[src/design/chc_pkg.sv]
// ----------------------------------------------------------------------------
// chc_pkg
// Shared constants, ramp color table and register map of the count heatmap
// colorizer.
// ----------------------------------------------------------------------------
package chc_pkg;

   localparam int FRACTION_BITS = 8;
   localparam int RAMP_COLORS   = 6;
   localparam int RAMP_SEGMENTS = RAMP_COLORS - 1;

   // quotient of count*5*2^F / maximum when count < maximum fits in F+3 bits
   localparam int QUOT_W = FRACTION_BITS + 3;
   localparam int ITER_W = $clog2(QUOT_W);
   localparam int FRAC_W = FRACTION_BITS + 1;
   localparam int PROD_W = FRACTION_BITS + 11;

   localparam logic [QUOT_W-1:0] POS_TOP  = QUOT_W'(RAMP_SEGMENTS) << FRACTION_BITS;
   localparam logic [2:0]        SEG_LAST = 3'(RAMP_SEGMENTS - 1);

   localparam int CSR_ADDR_W = 2;
   localparam logic [CSR_ADDR_W-1:0] ADDR_FIXED_MAXIMUM = '0;

   localparam logic MODE_SCAN = 1'b0;
   localparam logic MODE_MAP  = 1'b1;

   // control colors as round(255*c), {red, green, blue}
   localparam logic [7:0] RAMP_BYTES [0:RAMP_COLORS-1][0:2] = '{
      '{8'd38,  8'd26,  8'd102},
      '{8'd26,  8'd153, 8'd217},
      '{8'd38,  8'd204, 8'd89},
      '{8'd242, 8'd230, 8'd38},
      '{8'd230, 8'd51,  8'd26},
      '{8'd255, 8'd255, 8'd255}
   };

endpackage

[src/design/count_heatmap_colorizer.sv]
// ----------------------------------------------------------------------------
// count_heatmap_colorizer
// Maps per-pixel counts onto a six-color heatmap ramp, giving RGB bytes.
// ----------------------------------------------------------------------------
// Each frame is sent twice: scan requests (tuser = 0) update the running
// maximum without leaving the idle state and give no response; map requests
// (tuser = 1) give one RGB response. A map request passes from acceptance
// through a restoring divider (one quotient bit per cycle), a shared blend
// multiplier (one channel per cycle) and the response register, where it may
// wait for the previous color to leave before the next request is accepted.
// Counts at or above the maximum, and a zero maximum, skip the divider. The
// response register lets a new request be taken while a color waits. A map
// request with tlast set clears the scanned maximum.
module count_heatmap_colorizer (
   input  logic                            clock,
   input  logic                            reset,
   // request stream
   input  logic                            req_tvalid,
   output logic                            req_tready,
   input  logic [31:0]                     req_tdata,   // count
   input  logic                            req_tuser,   // mode
   input  logic                            req_tlast,   // last_pixel
   // response stream
   output logic                            rsp_tvalid,
   input  logic                            rsp_tready,
   output logic [23:0]                     rsp_tdata,   // blue, green, red
   // register port
   input  logic                            csr_psel,
   input  logic                            csr_penable,
   input  logic                            csr_pwrite,
   input  logic [chc_pkg::CSR_ADDR_W-1:0]  csr_paddr,
   input  logic [31:0]                     csr_pwdata,
   output logic [31:0]                     csr_prdata,
   output logic                            csr_pready
);
   import chc_pkg::*;

   typedef enum logic [3:0] {
      ST_IDLE  = 4'b0001,
      ST_DIV   = 4'b0010,
      ST_BLEND = 4'b0100,
      ST_DONE  = 4'b1000
   } state_type;

   state_type          state_ff, state_in;
   logic [31:0]        fixed_max_ff, fixed_max_in;
   logic [31:0]        scan_max_ff, scan_max_in;
   logic [31:0]        divisor_ff, divisor_in;
   logic [31:0]        rem_ff, rem_in;
   logic [QUOT_W-1:0]  num_ff, num_in;
   logic [QUOT_W-1:0]  quot_ff, quot_in;
   logic [ITER_W-1:0]  iter_ff, iter_in;
   logic [1:0]         chan_ff, chan_in;
   logic [23:0]        rgb_ff, rgb_in;
   logic               rsp_valid_ff, rsp_valid_in;
   logic [23:0]        rsp_data_ff, rsp_data_in;

   logic               req_take, csr_write;
   logic [31:0]        maximum;
   logic [34:0]        count5;
   logic [32:0]        trial;
   logic [33:0]        diff;
   logic               ge;
   logic [2:0]         seg_raw, seg;
   logic [FRAC_W-1:0]  frac;
   logic [7:0]         c_lo, c_hi;
   logic signed [8:0]  delta;
   logic signed [PROD_W-1:0] prod, base, sum;
   logic [QUOT_W-1:0]  seg_offset;

   assign req_tready = (state_ff == ST_IDLE);
   assign req_take   = req_tvalid && req_tready;
   assign csr_pready = 1'b1;
   assign csr_write  = csr_psel && csr_penable && csr_pwrite && csr_pready;
   assign csr_prdata = (csr_paddr == ADDR_FIXED_MAXIMUM) ? fixed_max_ff : 32'd0;
   assign rsp_tvalid = rsp_valid_ff;
   assign rsp_tdata  = rsp_data_ff;

   assign maximum = (fixed_max_ff != 32'd0) ? fixed_max_ff : scan_max_ff;
   assign count5  = {3'b000, req_tdata} + {1'b0, req_tdata, 2'b00};

   // divider step
   assign trial = {rem_ff, num_ff[QUOT_W-1]};
   assign diff  = {1'b0, trial} - {2'b00, divisor_ff};
   assign ge    = !diff[33];

   // blend step
   assign seg_raw    = quot_ff[QUOT_W-1:FRACTION_BITS];
   assign seg        = (seg_raw > SEG_LAST) ? SEG_LAST : seg_raw;
   assign seg_offset = QUOT_W'(seg) << FRACTION_BITS;
   assign frac       = FRAC_W'(quot_ff - seg_offset);
   assign c_lo       = RAMP_BYTES[seg][chan_ff];
   assign c_hi       = RAMP_BYTES[seg + 3'd1][chan_ff];
   assign delta      = $signed({1'b0, c_hi}) - $signed({1'b0, c_lo});
   assign prod       = delta * $signed({1'b0, frac});
   assign base       = $signed({3'b000, c_lo, {FRACTION_BITS{1'b0}}});
   assign sum        = base + prod + $signed(PROD_W'(1) << (FRACTION_BITS - 1));

   always_comb begin
      state_in     = state_ff;
      fixed_max_in = fixed_max_ff;
      scan_max_in  = scan_max_ff;
      divisor_in   = divisor_ff;
      rem_in       = rem_ff;
      num_in       = num_ff;
      quot_in      = quot_ff;
      iter_in      = iter_ff;
      chan_in      = chan_ff;
      rgb_in       = rgb_ff;
      rsp_valid_in = rsp_valid_ff;
      rsp_data_in  = rsp_data_ff;

      if (csr_write && csr_paddr == ADDR_FIXED_MAXIMUM) begin
         fixed_max_in = csr_pwdata;
      end
      if (rsp_valid_ff && rsp_tready) begin
         rsp_valid_in = 1'b0;
      end

      case (state_ff)
         ST_IDLE: begin
            if (req_take) begin
               if (req_tuser == MODE_SCAN) begin
                  if (req_tdata > scan_max_ff) begin
                     scan_max_in = req_tdata;
                  end
               end else begin
                  if (req_tlast) begin
                     scan_max_in = 32'd0;
                  end
                  divisor_in = maximum;
                  rem_in     = count5[34:3];
                  num_in     = {count5[2:0], {FRACTION_BITS{1'b0}}};
                  iter_in    = ITER_W'(QUOT_W - 1);
                  chan_in    = 2'd0;
                  if (maximum == 32'd0) begin
                     quot_in  = '0;
                     state_in = ST_BLEND;
                  end else if (req_tdata >= maximum) begin
                     quot_in  = POS_TOP;
                     state_in = ST_BLEND;
                  end else begin
                     quot_in  = '0;
                     state_in = ST_DIV;
                  end
               end
            end
         end
         ST_DIV: begin
            rem_in  = ge ? diff[31:0] : trial[31:0];
            num_in  = num_ff << 1;
            quot_in = {quot_ff[QUOT_W-2:0], ge};
            iter_in = iter_ff - ITER_W'(1);
            if (iter_ff == '0) begin
               state_in = ST_BLEND;
            end
         end
         ST_BLEND: begin
            rgb_in  = {sum[FRACTION_BITS+7:FRACTION_BITS], rgb_ff[23:8]};
            chan_in = chan_ff + 2'd1;
            if (chan_ff == 2'd2) begin
               state_in = ST_DONE;
            end
         end
         ST_DONE: begin
            if (!rsp_valid_ff || rsp_tready) begin
               rsp_valid_in = 1'b1;
               rsp_data_in  = rgb_ff;
               state_in     = ST_IDLE;
            end
         end
         default: begin
            state_in = ST_IDLE;
         end
      endcase
   end

   always_ff @(posedge clock) begin
      if (reset) begin
         state_ff     <= ST_IDLE;
         fixed_max_ff <= 32'd0;
         scan_max_ff  <= 32'd0;
         rsp_valid_ff <= 1'b0;
      end else begin
         state_ff     <= state_in;
         fixed_max_ff <= fixed_max_in;
         scan_max_ff  <= scan_max_in;
         rsp_valid_ff <= rsp_valid_in;
      end
   end

   always_ff @(posedge clock) begin
      divisor_ff  <= divisor_in;
      rem_ff      <= rem_in;
      num_ff      <= num_in;
      quot_ff     <= quot_in;
      iter_ff     <= iter_in;
      chan_ff     <= chan_in;
      rgb_ff      <= rgb_in;
      rsp_data_ff <= rsp_data_in;
   end

endmodule

[config.mk]
export PLATFORM = sky130hd
export DESIGN_NAME = count_heatmap_colorizer
export DESIGN_NICKNAME = d
export VERILOG_FILES = /design/src/design/chc_pkg.sv /design/src/design/count_heatmap_colorizer.sv
export SDC_FILE = /design/constraint.sdc
export NUM_CORES = 1
export LEC_CHECK = 0
export ABC_AREA = 1
export BUFFER_PORTS_ARGS = -buffer_cell sky130_fd_sc_hd__buf_4
export CAP_MARGIN = 20
export CORE_MARGIN = 3
export CORE_UTILIZATION = 55
export CTS_BUF_LIST = sky130_fd_sc_hd__clkbuf_2
export CTS_CLUSTER_SIZE = 30
export DETAILED_ROUTE_END_ITERATION = 8
export PLACE_DENSITY = 0.77
export REMOVE_ABC_BUFFERS = 1
export SLEW_MARGIN = 0
export SYNTH_ARGS = -nofsm -noshare
export SYNTH_HDL_FRONTEND = slang
export SYNTH_SLANG_ARGS = --single-unit
[constraint.sdc]
create_clock -name clock -period 7.1 [get_ports clock]
set_input_delay 1.065 -clock clock [delete_from_list [all_inputs] [get_ports clock]]
set_output_delay 1.065 -clock clock [all_outputs]
set_load 0.02 [all_outputs]
==> flow_metrics.env <==
export IMPL_status="completed"
export IMPL_synth_top_area_share_pct=23.18
export IMPL_row_count=63
export IMPL_max_freq_ghz=0.1437
export IMPL_yosysSeqAreaShare_pct=31.25
export IMPL_dp_hpwl_mm=36.85
export IMPL_finalHoldViolations=0
export IMPL_design_core_area_sq_um=30110
export IMPL_required_ns=7.66
export IMPL_cp_common_cell="fa_1"
export IMPL_critPathKind="register to register"
export IMPL_vias_per_cell=5.499
export IMPL_synthCells=2283
export IMPL_grt_pass1_vias=15544
export IMPL_groute_usage_overall_pct=28.02
export IMPL_crit_end="rgb_ff[23]"
export IMPL_grt_pass1_wl_mm=76.52
export IMPL_crit_start="quot_ff[10]"
export IMPL_netlist_cell_type_count=57
export IMPL_rrSetupSlack_ns=0.14
export IMPL_clk_latency_ns=0.90
export IMPL_synth_commonest_cells="inv_1, nand2_1, nor2_1"
export IMPL_dieArea_sq_um=33250
export IMPL_setup_worst_path_end_class="register"
export IMPL_avgSynthCellArea_sq_um=7.491
export IMPL_synth_edf_count=132
export IMPL_drt_pass1_iter_count=5
export IMPL_portBuffers=132
export IMPL_slew_headroom_pct=39.38
export IMPL_final_nets=2795
export IMPL_cts_buffers=53
export IMPL_post_synth_top_count_cell="inv_1"
export IMPL_slew_viol_final=0
export IMPL_die_y_microns=182.3
export IMPL_clk_pin_slew_ns=0.11
export IMPL_min_path_cells=0
export IMPL_slowest_delay_ns=0.52
export IMPL_r2r_cells=33
export IMPL_rsz0062_at_grt="true"
export IMPL_globalplace_congestion=0.9431
export IMPL_period_minus_slack_ns=6.957
export IMPL_crit_fanout=6
export IMPL_finalCritPeriodShare_pct=97.98
export IMPL_synth_top_area_cell="edfxtp_1"
export IMPL_drv_cap=0
export IMPL_drt_wl_total_mm=47.35
export IMPL_synth_area_leaders="edfxtp_1, ha_1, inv_1, nand2_1, dfxtp_1"
export IMPL_drc_errors=0
export IMPL_synth_ff_latch_count=201
export IMPL_wire_per_inst_microns=16.22
export IMPL_vias=16053
export IMPL_area_growth_syn_to_layout_pct=16.19
export IMPL_ys_flop_type="edfxtp_1"
export IMPL_cts_max_level=2
export IMPL_tightest_slew_ns=0.9083
export IMPL_setup_worst_path_start_class="register"
export IMPL_cts_root_buf="clkbuf_2"
export IMPL_drt_iter0_markers=1465
export IMPL_cts_num_sinks=201
export IMPL_initial_utilization_pct=56.80
export IMPL_critPathArrivalTime_ns=7.52
export IMPL_instances_no_fill=2919
export IMPL_dpl_cell_count=2805
export IMPL_netlist_area_sq_um=17100
export IMPL_hold_class="register to register"
export IMPL_async_flop_share_pct=0
export IMPL_setup_viol_count_final=0
export IMPL_grt_max_degree=65
export IMPL_antenna_found_initial=1
export IMPL_ant_nets=0
export IMPL_io_pins=134
export IMPL_r2r_end="rgb_ff[23]"
export IMPL_die_width_microns=182.3
export IMPL_drive_gt1_share_pct=16.50
export IMPL_timing_rr_start="quot_ff[10]"
export IMPL_ys_warn_count=0
export IMPL_cp_slowest_cell="fa_1"
export IMPL_cts_path_max_buffers=3
export IMPL_cts_tree="done"
export IMPL_skew_ns=0.1613
export IMPL_gr_total_overflow=0
## through the flow
| step | hold slack (ns) | worst slack, ns | TNS [ns] | util, % | cell area, sq um |
|---|---|---|---|---|---|
| floorplan | 0.4003 | -0.1118 | -0.1118 | - | 16850 |
| global placement | 0.4016 | -0.1563 | -0.3590 | 62.42 | 18800 |
| detailed placement | 0.4045 | -0.2705 | -0.8048 | 62.42 | 18800 |
| CTS | 0.3730 | 0.007098 | 0 | 64.46 | 19410 |
| global route | 0.3784 | -0.2557 | -0.7072 | 65.99 | 19870 |
| finish | 0.4259 | 0.1432 | 0 | 65.99 | 19870 |
## layout make-up
cell class,count,area (sq um)
inverters,406,1536
multi-input cells,1617,10370
repair buffers,207,1603
clock buffers,70,350.3
clock inverters,26,172.7
diodes,2,5.005
flip-flops and latches,201,5345
well taps,390,488.0
fillers,2616,10240
## metal layers
metal  track usage [%]  vias up  share of wire [%]  wire length (microns)
met3             3.787       78                8.4                   3971
met5                 0        -                  0                      0
met2             44.04      668                 44                  20840
met1             41.05     7361                 46                  21570
met4             7.099        0                2.1                    976
li1                  -     7946                  -                      -
## what timing repair did
| action | CTS | global route |
|---|---|---|
| pin swaps | 6 | 61 |
| setup buffers | 1 | 13 |
| endpoints found under the setup margin | 6 | 8 |
| hold buffers | 0 | 0 |
| resized for setup | 18 | 89 |
## sequential cells by signal, summed over array words and instances (netlist names)
signal        cells
rsp_tvalid        1
divisor_ff       32
quot_ff          11
fixed_max_ff     32
rem_ff           32
iter_ff           4
state_ff          4
chan_ff           2
rsp_tdata        24
scan_max_ff      32
num_ff            3
rgb_ff           24
## placed cells by master (no fill, tap or decap), types with 4 or more instances in the layout
cell type and n:
inv_2 16, ha_1 160, xor2_1 26, nand3b_1 10, o21ai_0 134, a21o_1 15, dfxtp_1 69, xnor2_1 13
o21a_1 9, buf_4 201, nand2_1 376, nand4_1 22, inv_4 5, edfxtp_1 132, o21ai_1 18, nand3_1 97
clkinv_2 10, a31oi_1 10, ha_4 12, a21oi_1 234, clkbuf_2 70, nor2_1 265, a211oi_1 9, fa_1 53
o21bai_1 9, nor3_1 17, inv_1 384, nand2_4 4, nor2_2 14, a21oi_2 5, nor2_4 6, fa_2 7
clkinv_1 13, or2_2 14, nand2_2 22, o221ai_1 4, o211ai_1 12
## how the worst min path moves through the flow
stage                            end           start  slack [ns]
floorplan               rsp_tdata[0]       rgb_ff[0]        0.40
global placement        rsp_tdata[4]       rgb_ff[4]        0.40
detailed placement      rsp_tdata[0]       rgb_ff[0]        0.40
CTS                 fixed_max_ff[25]  csr_pwdata[25]        0.37
global route             state_ff[2]           reset        0.38
finish                  rsp_tdata[7]       rgb_ff[7]        0.43
## cell families after synthesis
family / share of synthesized area (%)
simple gates: 21.28
compound gates: 15.22
buf+inv: 10.40
fa+ha+maj: 19.75
flops: 31.25
xor+xnor: 1.997
other cells: 0.02193
mux: 0.06584
## worst max-delay path, delay by kind of cell (launching register included)
family          cells  cell delay (ns)
fa+ha+maj          10             3.68
simple gates        7             0.88
compound gates     10             1.36
buf+inv             6             0.33
flops               1             0.45
Power is not shown: default switching activity piles up to over one toggle a cycle in this logic, so the estimate is an artifact.
